<file path="config.mk">
export PLATFORM = sky130hd
export DESIGN_NAME = button_debounce_press_hold_events
export DESIGN_NICKNAME = d
export VERILOG_FILES = /design/src/hw/rtl/btndb_pkg.sv /design/src/hw/rtl/button_debounce_press_hold_events.sv /design/src/hw/rtl/btndb_cfg.sv /design/src/hw/rtl/btndb_core.sv
export SDC_FILE = /design/constraint.sdc
export NUM_CORES = 1
export LEC_CHECK = 0
export BUFFER_PORTS_ARGS = -buffer_cell sky130_fd_sc_hd__buf_4
export CORE_ASPECT_RATIO = 0.6
export CORE_UTILIZATION = 57
export CTS_CLUSTER_SIZE = 16
export DETAILED_ROUTE_END_ITERATION = 10
export PLACE_DENSITY = 0.8
export SLEW_MARGIN = 25
export SYNTH_ARGS = -nofsm -noshare
export SYNTH_HDL_FRONTEND = slang
export SYNTH_SLANG_ARGS = --single-unit
export TNS_END_PERCENT = 5
</file>
<file path="constraint.sdc">
create_clock -name clk -period 6.1 [get_ports clk]
set_input_delay 0.305 -clock clk [delete_from_list [all_inputs] [get_ports clk]]
set_output_delay 0.305 -clock clk [all_outputs]
set_load 0.02 [all_outputs]
</file>
<file path="src/hw/rtl/btndb_pkg.sv">
// ---------------------------------------------------------------------------
// btndb_pkg
// shared types, constants and codes of the button debounce event block
// ---------------------------------------------------------------------------
`timescale 1ns / 1ps

package btndb_pkg;

  localparam int NUM_BUTTONS = 4;
  localparam int COUNT_BITS  = 16;
  localparam int THR_BITS    = 16;
  localparam int CMP_BITS    = (COUNT_BITS > THR_BITS) ? COUNT_BITS : THR_BITS;
  localparam int IDX_BITS    = 2;
  localparam int CODE_BITS   = 3;
  localparam int CFG_IDX_BITS  = 4;
  localparam int CFG_DATA_BITS = 16;

  typedef logic [COUNT_BITS-1:0] count_t;
  typedef logic [THR_BITS-1:0]   thr_t;
  typedef logic [CMP_BITS-1:0]   cmp_t;
  typedef logic [IDX_BITS-1:0]   btn_idx_t;
  typedef logic [CODE_BITS-1:0]  ev_code_t;
  typedef logic [CFG_IDX_BITS-1:0] cfg_idx_t;

  localparam ev_code_t EV_NONE    = 3'd0;
  localparam ev_code_t EV_PUSH    = 3'd1;
  localparam ev_code_t EV_SHORT   = 3'd2;
  localparam ev_code_t EV_RELEASE = 3'd3;
  localparam ev_code_t EV_HOLD1   = 3'd4;
  localparam ev_code_t EV_HOLD2   = 3'd5;
  localparam ev_code_t EV_HOLD3   = 3'd6;
  localparam ev_code_t EV_HOLD4   = 3'd7;

  localparam cfg_idx_t REG_ACTIVE_LEVEL = 4'd0;
  localparam cfg_idx_t REG_PUSH_TICKS   = 4'd1;
  localparam cfg_idx_t REG_SHORT_MIN    = 4'd2;
  localparam cfg_idx_t REG_SHORT_MAX    = 4'd3;
  localparam cfg_idx_t REG_HOLD_FIRST   = 4'd4;
  localparam cfg_idx_t REG_HOLD_SECOND  = 4'd5;
  localparam cfg_idx_t REG_HOLD_THIRD   = 4'd6;
  localparam cfg_idx_t REG_HOLD_FOURTH  = 4'd7;

  localparam thr_t RST_PUSH_TICKS  = 16'd50;
  localparam thr_t RST_SHORT_MIN   = 16'd10;
  localparam thr_t RST_SHORT_MAX   = 16'd500;
  localparam thr_t RST_HOLD_FIRST  = 16'd1000;
  localparam thr_t RST_HOLD_SECOND = 16'd2000;
  localparam thr_t RST_HOLD_THIRD  = 16'd3000;
  localparam thr_t RST_HOLD_FOURTH = 16'd10000;

  typedef struct packed {
    logic active_level;
    thr_t push_ticks;
    thr_t short_min;
    thr_t short_max;
    thr_t hold_first;
    thr_t hold_second;
    thr_t hold_third;
    thr_t hold_fourth;
  } cfg_t;

endpackage

</file>
<file path="src/hw/rtl/button_debounce_press_hold_events.sv">
// ---------------------------------------------------------------------------
// button_debounce_press_hold_events
// debounces tick samples of several buttons and reports push, short press,
// release and hold level events, one result per sample
// ---------------------------------------------------------------------------
//  channel   | signals                                   | moves
//  s_axis    | s_tvalid s_tready s_tdata[7:0]            | one pin sample per request
//  m_axis    | m_tvalid m_tready m_tdata[7:0]            | one event per request
//  cfg       | cfg_valid cfg_ready cfg_index cfg_data    | one register write per request
//
//  a sample sits in the input register, and its event moves into the output
//  register when the output can advance; one sample per cycle sustained unless stalled
//  the per-button state update sits combinationally between the two registers
//  rst is synchronous and restores register defaults and all button state
//  a stalled output holds both registers; the input keeps taking requests
//  while the input register can move on
// ---------------------------------------------------------------------------
`timescale 1ns / 1ps

module button_debounce_press_hold_events
  import btndb_pkg::*;
(
  input  logic                     clk,
  input  logic                     rst,
  input  logic                     s_tvalid,
  output logic                     s_tready,
  input  logic [7:0]               s_tdata,   // button_index[1:0], pin_level[2]
  output logic                     m_tvalid,
  input  logic                     m_tready,
  output logic [7:0]               m_tdata,   // event_button[1:0], event_code[4:2]
  input  logic                     cfg_valid,
  output logic                     cfg_ready,
  input  cfg_idx_t                 cfg_index,
  input  logic [CFG_DATA_BITS-1:0] cfg_data
);

  cfg_t     cfg;
  logic     in_valid;
  btn_idx_t in_idx;
  logic     in_pin;
  btn_idx_t out_button;
  ev_code_t out_code;
  ev_code_t code;
  logic     advance;

  btndb_cfg u_cfg (
    .clk       (clk),
    .rst       (rst),
    .cfg_valid (cfg_valid),
    .cfg_ready (cfg_ready),
    .cfg_index (cfg_index),
    .cfg_data  (cfg_data),
    .cfg       (cfg)
  );

  btndb_core u_core (
    .clk    (clk),
    .rst    (rst),
    .cfg    (cfg),
    .commit (advance),
    .idx    (in_idx),
    .pin    (in_pin),
    .code   (code)
  );

  assign advance  = in_valid && (!m_tvalid || m_tready);
  assign s_tready = !in_valid || advance;
  assign m_tdata  = {3'b000, out_code, out_button};

  always_ff @(posedge clk) begin
    if (rst) begin
      in_valid <= 1'b0;
      m_tvalid <= 1'b0;
    end else begin
      if (s_tready) begin
        in_valid <= s_tvalid;
      end
      if (advance) begin
        m_tvalid <= 1'b1;
      end else if (m_tready) begin
        m_tvalid <= 1'b0;
      end
    end
    if (s_tready && s_tvalid) begin
      in_idx <= s_tdata[1:0];
      in_pin <= s_tdata[2];
    end
    if (advance) begin
      out_button <= in_idx;
      out_code   <= code;
    end
  end

endmodule

</file>
<file path="src/hw/rtl/btndb_cfg.sv">
// ---------------------------------------------------------------------------
// btndb_cfg
// configuration register file, written through a valid/ready channel
// ---------------------------------------------------------------------------
`timescale 1ns / 1ps

module btndb_cfg
  import btndb_pkg::*;
(
  input  logic                     clk,
  input  logic                     rst,
  input  logic                     cfg_valid,
  output logic                     cfg_ready,
  input  cfg_idx_t                 cfg_index,
  input  logic [CFG_DATA_BITS-1:0] cfg_data,
  output cfg_t                     cfg
);

  assign cfg_ready = 1'b1;

  always_ff @(posedge clk) begin
    if (rst) begin
      cfg.active_level <= 1'b0;
      cfg.push_ticks   <= RST_PUSH_TICKS;
      cfg.short_min    <= RST_SHORT_MIN;
      cfg.short_max    <= RST_SHORT_MAX;
      cfg.hold_first   <= RST_HOLD_FIRST;
      cfg.hold_second  <= RST_HOLD_SECOND;
      cfg.hold_third   <= RST_HOLD_THIRD;
      cfg.hold_fourth  <= RST_HOLD_FOURTH;
    end else if (cfg_valid) begin
      unique case (cfg_index)
        REG_ACTIVE_LEVEL: cfg.active_level <= cfg_data[0];
        REG_PUSH_TICKS:   cfg.push_ticks   <= thr_t'(cfg_data);
        REG_SHORT_MIN:    cfg.short_min    <= thr_t'(cfg_data);
        REG_SHORT_MAX:    cfg.short_max    <= thr_t'(cfg_data);
        REG_HOLD_FIRST:   cfg.hold_first   <= thr_t'(cfg_data);
        REG_HOLD_SECOND:  cfg.hold_second  <= thr_t'(cfg_data);
        REG_HOLD_THIRD:   cfg.hold_third   <= thr_t'(cfg_data);
        REG_HOLD_FOURTH:  cfg.hold_fourth  <= thr_t'(cfg_data);
        default: ;
      endcase
    end
  end

endmodule

</file>
<file path="src/hw/rtl/btndb_core.sv">
// ---------------------------------------------------------------------------
// btndb_core
// per-button debouncer, press counter and event phase machine
// ---------------------------------------------------------------------------
`timescale 1ns / 1ps

module btndb_core
  import btndb_pkg::*;
(
  input  logic     clk,
  input  logic     rst,
  input  cfg_t     cfg,
  input  logic     commit,
  input  btn_idx_t idx,
  input  logic     pin,
  output ev_code_t code
);

  typedef enum logic [3:0] {
    PH_START    = 4'd0,
    PH_PUSH     = 4'd1,
    PH_RELEASE  = 4'd2,
    PH_HOLDING  = 4'd3,
    PH_HOLD1    = 4'd4,
    PH_HOLDING1 = 4'd5,
    PH_HOLD2    = 4'd6,
    PH_HOLDING2 = 4'd7,
    PH_HOLD3    = 4'd8,
    PH_HOLDING3 = 4'd9,
    PH_HOLD4    = 4'd10,
    PH_HOLDING4 = 4'd11
  } phase_t;

  logic   debounced [NUM_BUTTONS];
  logic   last_smp  [NUM_BUTTONS];
  count_t count     [NUM_BUTTONS];
  phase_t phase     [NUM_BUTTONS];

  logic     in_range;
  logic     db_cur, last_cur, db_next;
  count_t   cnt_cur, cnt_inc, count_next;
  phase_t   ph_cur, ph_eff, phase_next;
  cmp_t     c;
  ev_code_t ev;

  assign in_range = int'(idx) < NUM_BUTTONS;
  assign db_cur   = debounced[idx];
  assign last_cur = last_smp[idx];
  assign cnt_cur  = count[idx];
  assign ph_cur   = phase[idx];

  always_comb begin
    db_next = (db_cur | (last_cur & pin)) & (last_cur | pin);
    if (db_next == cfg.active_level) begin
      cnt_inc = (cnt_cur == '1) ? cnt_cur : cnt_cur + count_t'(1);
      ph_eff  = ph_cur;
    end else begin
      cnt_inc = cnt_cur;
      ph_eff  = PH_RELEASE;
    end
    c          = cmp_t'(cnt_inc);
    count_next = cnt_inc;
    phase_next = ph_eff;
    ev         = EV_NONE;
    unique case (ph_eff)
      PH_START:    if (c > cmp_t'(cfg.push_ticks)) phase_next = PH_PUSH;
      PH_PUSH:     begin ev = EV_PUSH;  phase_next = PH_HOLDING;  end
      PH_HOLDING:  if (c > cmp_t'(cfg.hold_first)) phase_next = PH_HOLD1;
      PH_RELEASE: begin
        if (c > cmp_t'(cfg.short_min) && c < cmp_t'(cfg.short_max)) begin
          ev = EV_SHORT;
        end else if (c > cmp_t'(cfg.push_ticks)) begin
          ev = EV_RELEASE;
        end
        count_next = '0;
        phase_next = PH_START;
      end
      PH_HOLD1:    begin ev = EV_HOLD1; phase_next = PH_HOLDING1; end
      PH_HOLDING1: if (c > cmp_t'(cfg.hold_second)) phase_next = PH_HOLD2;
      PH_HOLD2:    begin ev = EV_HOLD2; phase_next = PH_HOLDING2; end
      PH_HOLDING2: if (c > cmp_t'(cfg.hold_third)) phase_next = PH_HOLD3;
      PH_HOLD3:    begin ev = EV_HOLD3; phase_next = PH_HOLDING3; end
      PH_HOLDING3: if (c > cmp_t'(cfg.hold_fourth)) phase_next = PH_HOLD4;
      PH_HOLD4:    begin ev = EV_HOLD4; phase_next = PH_HOLDING4; end
      default: ;
    endcase
  end

  assign code = in_range ? ev : EV_NONE;

  always_ff @(posedge clk) begin
    if (rst) begin
      for (int i = 0; i < NUM_BUTTONS; i++) begin
        debounced[i] <= 1'b0;
        last_smp[i]  <= 1'b0;
        count[i]     <= '0;
        phase[i]     <= PH_START;
      end
    end else if (commit && in_range) begin
      debounced[idx] <= db_next;
      last_smp[idx]  <= pin;
      count[idx]     <= count_next;
      phase[idx]     <= phase_next;
    end
  end

  // release phase never survives a committed sample
  a_no_stored_release: assert property (@(posedge clk) disable iff (rst)
    in_range |-> phase[idx] != PH_RELEASE)
    else $error("release phase left in storage");

  // a short press always clears the counter of its button
  a_short_clears: assert property (@(posedge clk) disable iff (rst)
    commit && in_range && code == EV_SHORT |=> count[$past(idx)] == '0)
    else $error("counter not cleared after short press");

  // push and hold events only come while the button reads pressed
  a_hold_pressed: assert property (@(posedge clk) disable iff (rst)
    commit && in_range && code != EV_NONE && code != EV_SHORT && code != EV_RELEASE
    |-> db_next == cfg.active_level)
    else $error("hold event while released");

endmodule
</file>
Word level (Yosys, flattened, before mapping)
Memories as Yosys holds them, arrays and structs flattened. A register that Yosys moved wholly into a read port is not among the register bits.
Cells that the tools add are included.
{"block": "classes", "add_sub_neg": 1, "eq_ne": 19, "order_cmp": 7, "bitwise": 4, "n_reduce_logical": 22, "muxes": 36}
{"cell": "$gt A16 B16 Y1", "count": 6}
{"cell": "$mux W16", "count": 4}
{"cell": "$pmux W4 S11", "count": 1}
{"cell": "$eq A4 B3 Y1 const B", "count": 8}
{"cell": "$mux W4", "count": 7}
{"cell": "$mux W2", "count": 9}
{"cell": "$pmux W3 S6", "count": 1}
{"cell": "$add A16 B1 Y16 const B", "count": 1}
{"cell": "$eq A16 B16 Y1 const B", "count": 1}
{"cell": "$eq A4 B2 Y1 const B", "count": 4}
{"cell": "$lt A16 B16 Y1", "count": 1}
{"cell": "$reduce_and A2 Y1", "count": 8}
{"cell": "$reduce_or A16 Y1", "count": 1}
{"cell": "$mux W1", "count": 13}
{"cell": "$eq A4 B4 Y1 const B", "count": 3}
{"cell": "$eq A4 B1 Y1 const B", "count": 2}
{"cell": "$logic_not A4 Y1", "count": 2}
{"cell": "$reduce_or A4 Y1", "count": 1}
{"cell": "$logic_and A1 B1 Y1", "count": 3}
{"cell": "$mux W3", "count": 1}
{"cell": "$and A1 B1 Y1", "count": 2}
{"cell": "$logic_not A1 Y1", "count": 2}
{"cell": "$logic_or A1 B1 Y1", "count": 2}
{"cell": "$or A1 B1 Y1", "count": 2}
{"cell": "other kinds (3)", "count": 4}
{"block": "word_totals", "elab_cells": 107, "mem_count": 4, "mem_bits_rw": 88, "inputBits": 33, "regBits": 123, "output_inout_bits": 11}
{"memory": "u_core.count", "depth": 4, "width": 16, "rd": 1, "rd_clocked_by_memory_dff": 1, "wr": 4, "line": "btndb_core.sv:36", "source": "count_t count [NUM_BUTTONS];"}
{"memory": "u_core.phase", "depth": 4, "width": 4, "rd": 1, "rd_clocked_by_memory_dff": 1, "wr": 4, "line": "btndb_core.sv:37", "source": "phase_t phase [NUM_BUTTONS];"}
{"memory": "u_core.debounced", "depth": 4, "width": 1, "rd": 1, "rd_clocked_by_memory_dff": 1, "wr": 4, "line": "btndb_core.sv:34", "source": "logic debounced [NUM_BUTTONS];"}
{"memory": "u_core.last_smp", "depth": 4, "width": 1, "rd": 1, "rd_clocked_by_memory_dff": 1, "wr": 4, "line": "btndb_core.sv:35", "source": "logic last_smp [NUM_BUTTONS];"}

Depth between registers and ports, before layout
{"block": "depth", "depth_word": 9, "ltp_mapped": 25, "ltp_nobuf": 21}

By module
From an unflattened synthesis, not the netlist that was laid out.
{"block": "hier_totals", "hier_cells": 1169, "hier_area_um2": 12041.5}
{"module": "btndb_core", "area_per_inst_um2": 7220.7, "instances": 1, "cells_each": 738}
{"module": "btndb_cfg", "area_per_inst_um2": 4450.5, "instances": 1, "cells_each": 409}
{"module": "button_debounce_press_hold_events", "area_per_inst_um2": 370.4, "instances": 1, "cells_each": 22}

Worst setup path after synthesis
No wires, ideal clock.
{"block": "synth_timing", "kind": "register -> register", "start": "register (tool-made name)", "end": "memory u_core.phase[0][0] in the netlist's numbering (data pin)", "required_time_ns": 5.824, "n_path_buf": 4, "arrival_ns": 5.673, "path_stages_with_launch": 26, "slack_ns": 0.152, "cell_sequence": "dfxtp_1 > buf_6 > buf_8 > buf_6 > mux4_2 > buf_2 > ha_1 > nor2b_1 > o2bb2ai_1 > nor4b_4 > a2111o_1 > nor3b_2 > and2b_1 > nand4_1 > xor2_1 > inv_1 > ha_1 > nand4_1 > or2_2 > or3_1 > a2111oi_0 > a2111oi_1 > a2111o_1 > o2bb2ai_1 > a31oi_2 > a211oi_1"}
{"element": "end, declared", "line": "btndb_core.sv:37"}

==> metrics.txt <==
switching power total=1.01 mW; Max clock buf depth=3; Final Setup Violations=0; CTS root buf=clkbuf_16; Rel. slew slack=39.8%; fraction of registers with async set/reset=0%; Worst Hold Path EP=in_valid; Int Power=2.57 mW; htree depth=1; Post-Syn Instances=1242; Final ANT Viol Nets=0; Critical Path Source Type=flop; hold path depth=3; worst min path class=in -> reg; post-synthesis sequential area ratio=44.8%; HPWL after DPL=22900 um; peak supply drop=~190 uV; Post-synth top cells=nand2_1, inv_1, dfxtp_1; Primary FF master, synth=dfxtp_1; most frequent cell after synthesis=nand2_1; post-synth top area share=24.7%; max-slew violations=0; Distinct cells, synth=73; R2R Setup Slk=260 ps; CP Data Arrival Time=6180 ps; Clock transition at path regs=70 ps; WL/cell=approximately 20 um; setup_tns=0 ps; yosys warns=0; status=completed; biggest area consumer among synthesized cells=edfxtp_1; Skew-Pair Late Insertion Delay=around 510 ps; Non-Filler Instances=1578; Reg power frac=43.5%; P&R area growth vs syn=12.7%; final core occ=between 60% and 70%; clock network fraction of design power=~38%; initial antenna violation count=2; routed via count=9420; crit end category=flop; fraction of layout instances using a drive strength above 1=12.3%; Crit path required time=between 6000 and 7000 ps; PwrDens=around 270 nW/um^2; Starting Density=between 50% and 60%; Final Hold Vio Count=0; # clock sinks=213; Least-Margin Pin Slew=903 ps; synthesized area=11700 sq um; Tot GR Track Use=31.4%; Synth Area per Inst=9.38 sq um; CP max FO=8; LEAKAGE=5.41 nW; antenna cells=0; R2R depth=23; Cells after DPL=1533; switching share of total power=28.2%; Final period util=95.7%; die area=21000 sq um; minimum clock period=5840 ps; WS Path Type=reg -> reg; min-delay src=s_tvalid; Core ar.=20000 sq um; Combinational Power Share=18.7%; grt total ovfl=0; IO Pins=44; final wirelength=32500 um; largest net degree at the start of global routing=81; Via density=5.97; number of remaining DRC errors=0; synth top area cells=edfxtp_1, dfxtp_1, ha_1, nand2_1, a21oi_1; Die Wd=about 190 um; clk_skew=16.2 ps; Die H=113 um; TritonCTS clock tree=yes; Max Clock Freq=~170 MHz; 1st-iter DRT viols=about 1000; Num CTS Buffers=21; Post-synth EDFFs=96; Rows=40; Total Power=between 3 and 4 mW; Yosys reg bits=213; R2R Path End=u_core.phase[0][0]; global-route wire length before repair=50600 um; Final Wtd Congestion=between 0.9 and 1; Pre-antenna DRT Iters=5; vias in the first global route=8959; number of max-cap violations=0; # nets final=1430; I/O Buffers=34
-- critical path, cell delays in order, from the launching register on --
cell and delay, ps:
dfxtp_4 400, buf_6 140, mux4_2 520, maj3_2 370
xor2_4 210, a2111o_1 480, nor3b_2 230, and2b_2 210
nand4_1 140, xor2_1 250, inv_1 90, buf_4 200
ha_1 300, nand4_1 180, nor4_1 100, buf_4 160
a221o_1 360, a211oi_2 210, nand2b_1 140, mux2i_1 100
nor4b_2 410, o31ai_4 100, buf_4 180, a211oi_1 200
-- worst max-delay path by stage --
stage | from | endpoint | slack, ps | cells past startpoint
2_1_floorplan | flop | u_core.phase[0][0] | 150 | 25
6_report | flop | u_core.phase[0][0] | 260 | 23
5_1_grt | flop | u_core.phase[0][1] | -6 | 23
3_3_place_gp | flop | u_core.phase[0][0] | 180 | 20
3_5_place_dp | flop | u_core.phase[1][0] | 60 | 22
4_1_cts | flop | u_core.phase[1][0] | 30 | 20
-- cell families (layout without fill, tap and decap cells) --
logic type                 count (synthesis)  in the layout  share of synthesized area (%)
DFF                                      213            213                           44.8
adders and majority gates                107            107                           11.5
xor gates and xnor gates                  20             20                           1.81
other                                      2              4                         0.0645
buffers and inverters                    195            256                           6.73
AOI/OAI and AO/OA                        243            243                           13.7
and+or+nand+nor                          433            433                           16.4
muxes                                     29             29                           4.91
-- per-layer routing --
metal	vias to the layer above	share of wire, %	track usage [%]	wire [um]
met5	-	0.068	0	22
met4	4	1.4	5.14	463
met3	46	13	8.59	4380
met2	507	41	45.1	13200
met1	4442	44	47.8	14400
li1	4421	-	-	-
-- per-stage QoR --
stage / area [sq um] / worst slack [ps] / hold slack (ps)
2_1_floorplan: 11700 / 152 / 404
3_3_place_gp: 12300 / 183 / 442
3_5_place_dp: 12300 / 56.5 / 446
4_1_cts: 13000 / 34.6 / 12.6
5_1_grt: 13100 / -5.82 / 33.8
6_report: 13100 / 262 / 13.3
-- cell usage in the layout (no fill, tap or decap), types with 6 or more instances in the layout --
master	netlist	layout
a21o_1	37	37
clkbuf_16	0	22
nor3_1	18	17
ha_1	106	106
xor2_1	11	11
nor2_1	82	82
nor2b_1	8	8
nand3_1	9	9
mux4_2	17	17
a211oi_1	12	8
and3_1	6	6
inv_1	141	142
nand2_1	246	244
edfxtp_1	96	96
nand4_1	25	25
o211ai_1	37	37
dfxtp_1	117	115
buf_4	4	73
a21oi_1	111	111
o21ai_0	13	12
-- power by group through the flow --
stage	sequential (mW)	clock (mW)	combinational (mW)
6_report	1.56	1.35	0.668
5_1_grt	1.56	1.41	0.725
4_1_cts	1.56	1.35	0.637
3_5_place_dp	1.59	0	0.630
3_3_place_gp	1.59	0	0.608
2_1_floorplan	1.58	0	0.414
-- flip-flops by register name, summed over array words and instances, names as in the netlist, 2 cells and up, named ones only --
signal / cells
u_core.count: 64
in_idx: 2
out_button: 2
u_core.last_smp: 4
u_core.phase: 16
u_cfg.cfg: 113
out_code: 3
u_core.debounced: 4
-- layout make-up --
type	count	area, sq um
tap	273	342
inverter	141	529
clock buffer	28	607
fill	1608	6880
clock inverter	9	92.6
multi-input combinational	836	5730
timing repair buffer	78	609
sequential	213	5230
-- repair_timing --
action / 4_1_cts / 5_1_grt
buffers inserted: 0 / 5
hold buffers: 3 / 0
endpoints found under the setup margin: 0 / 18
hold endpoints to repair: 3 / 0
gates resized for setup: 0 / 14
No activity file was read; power rests on OpenSTA's default activity.
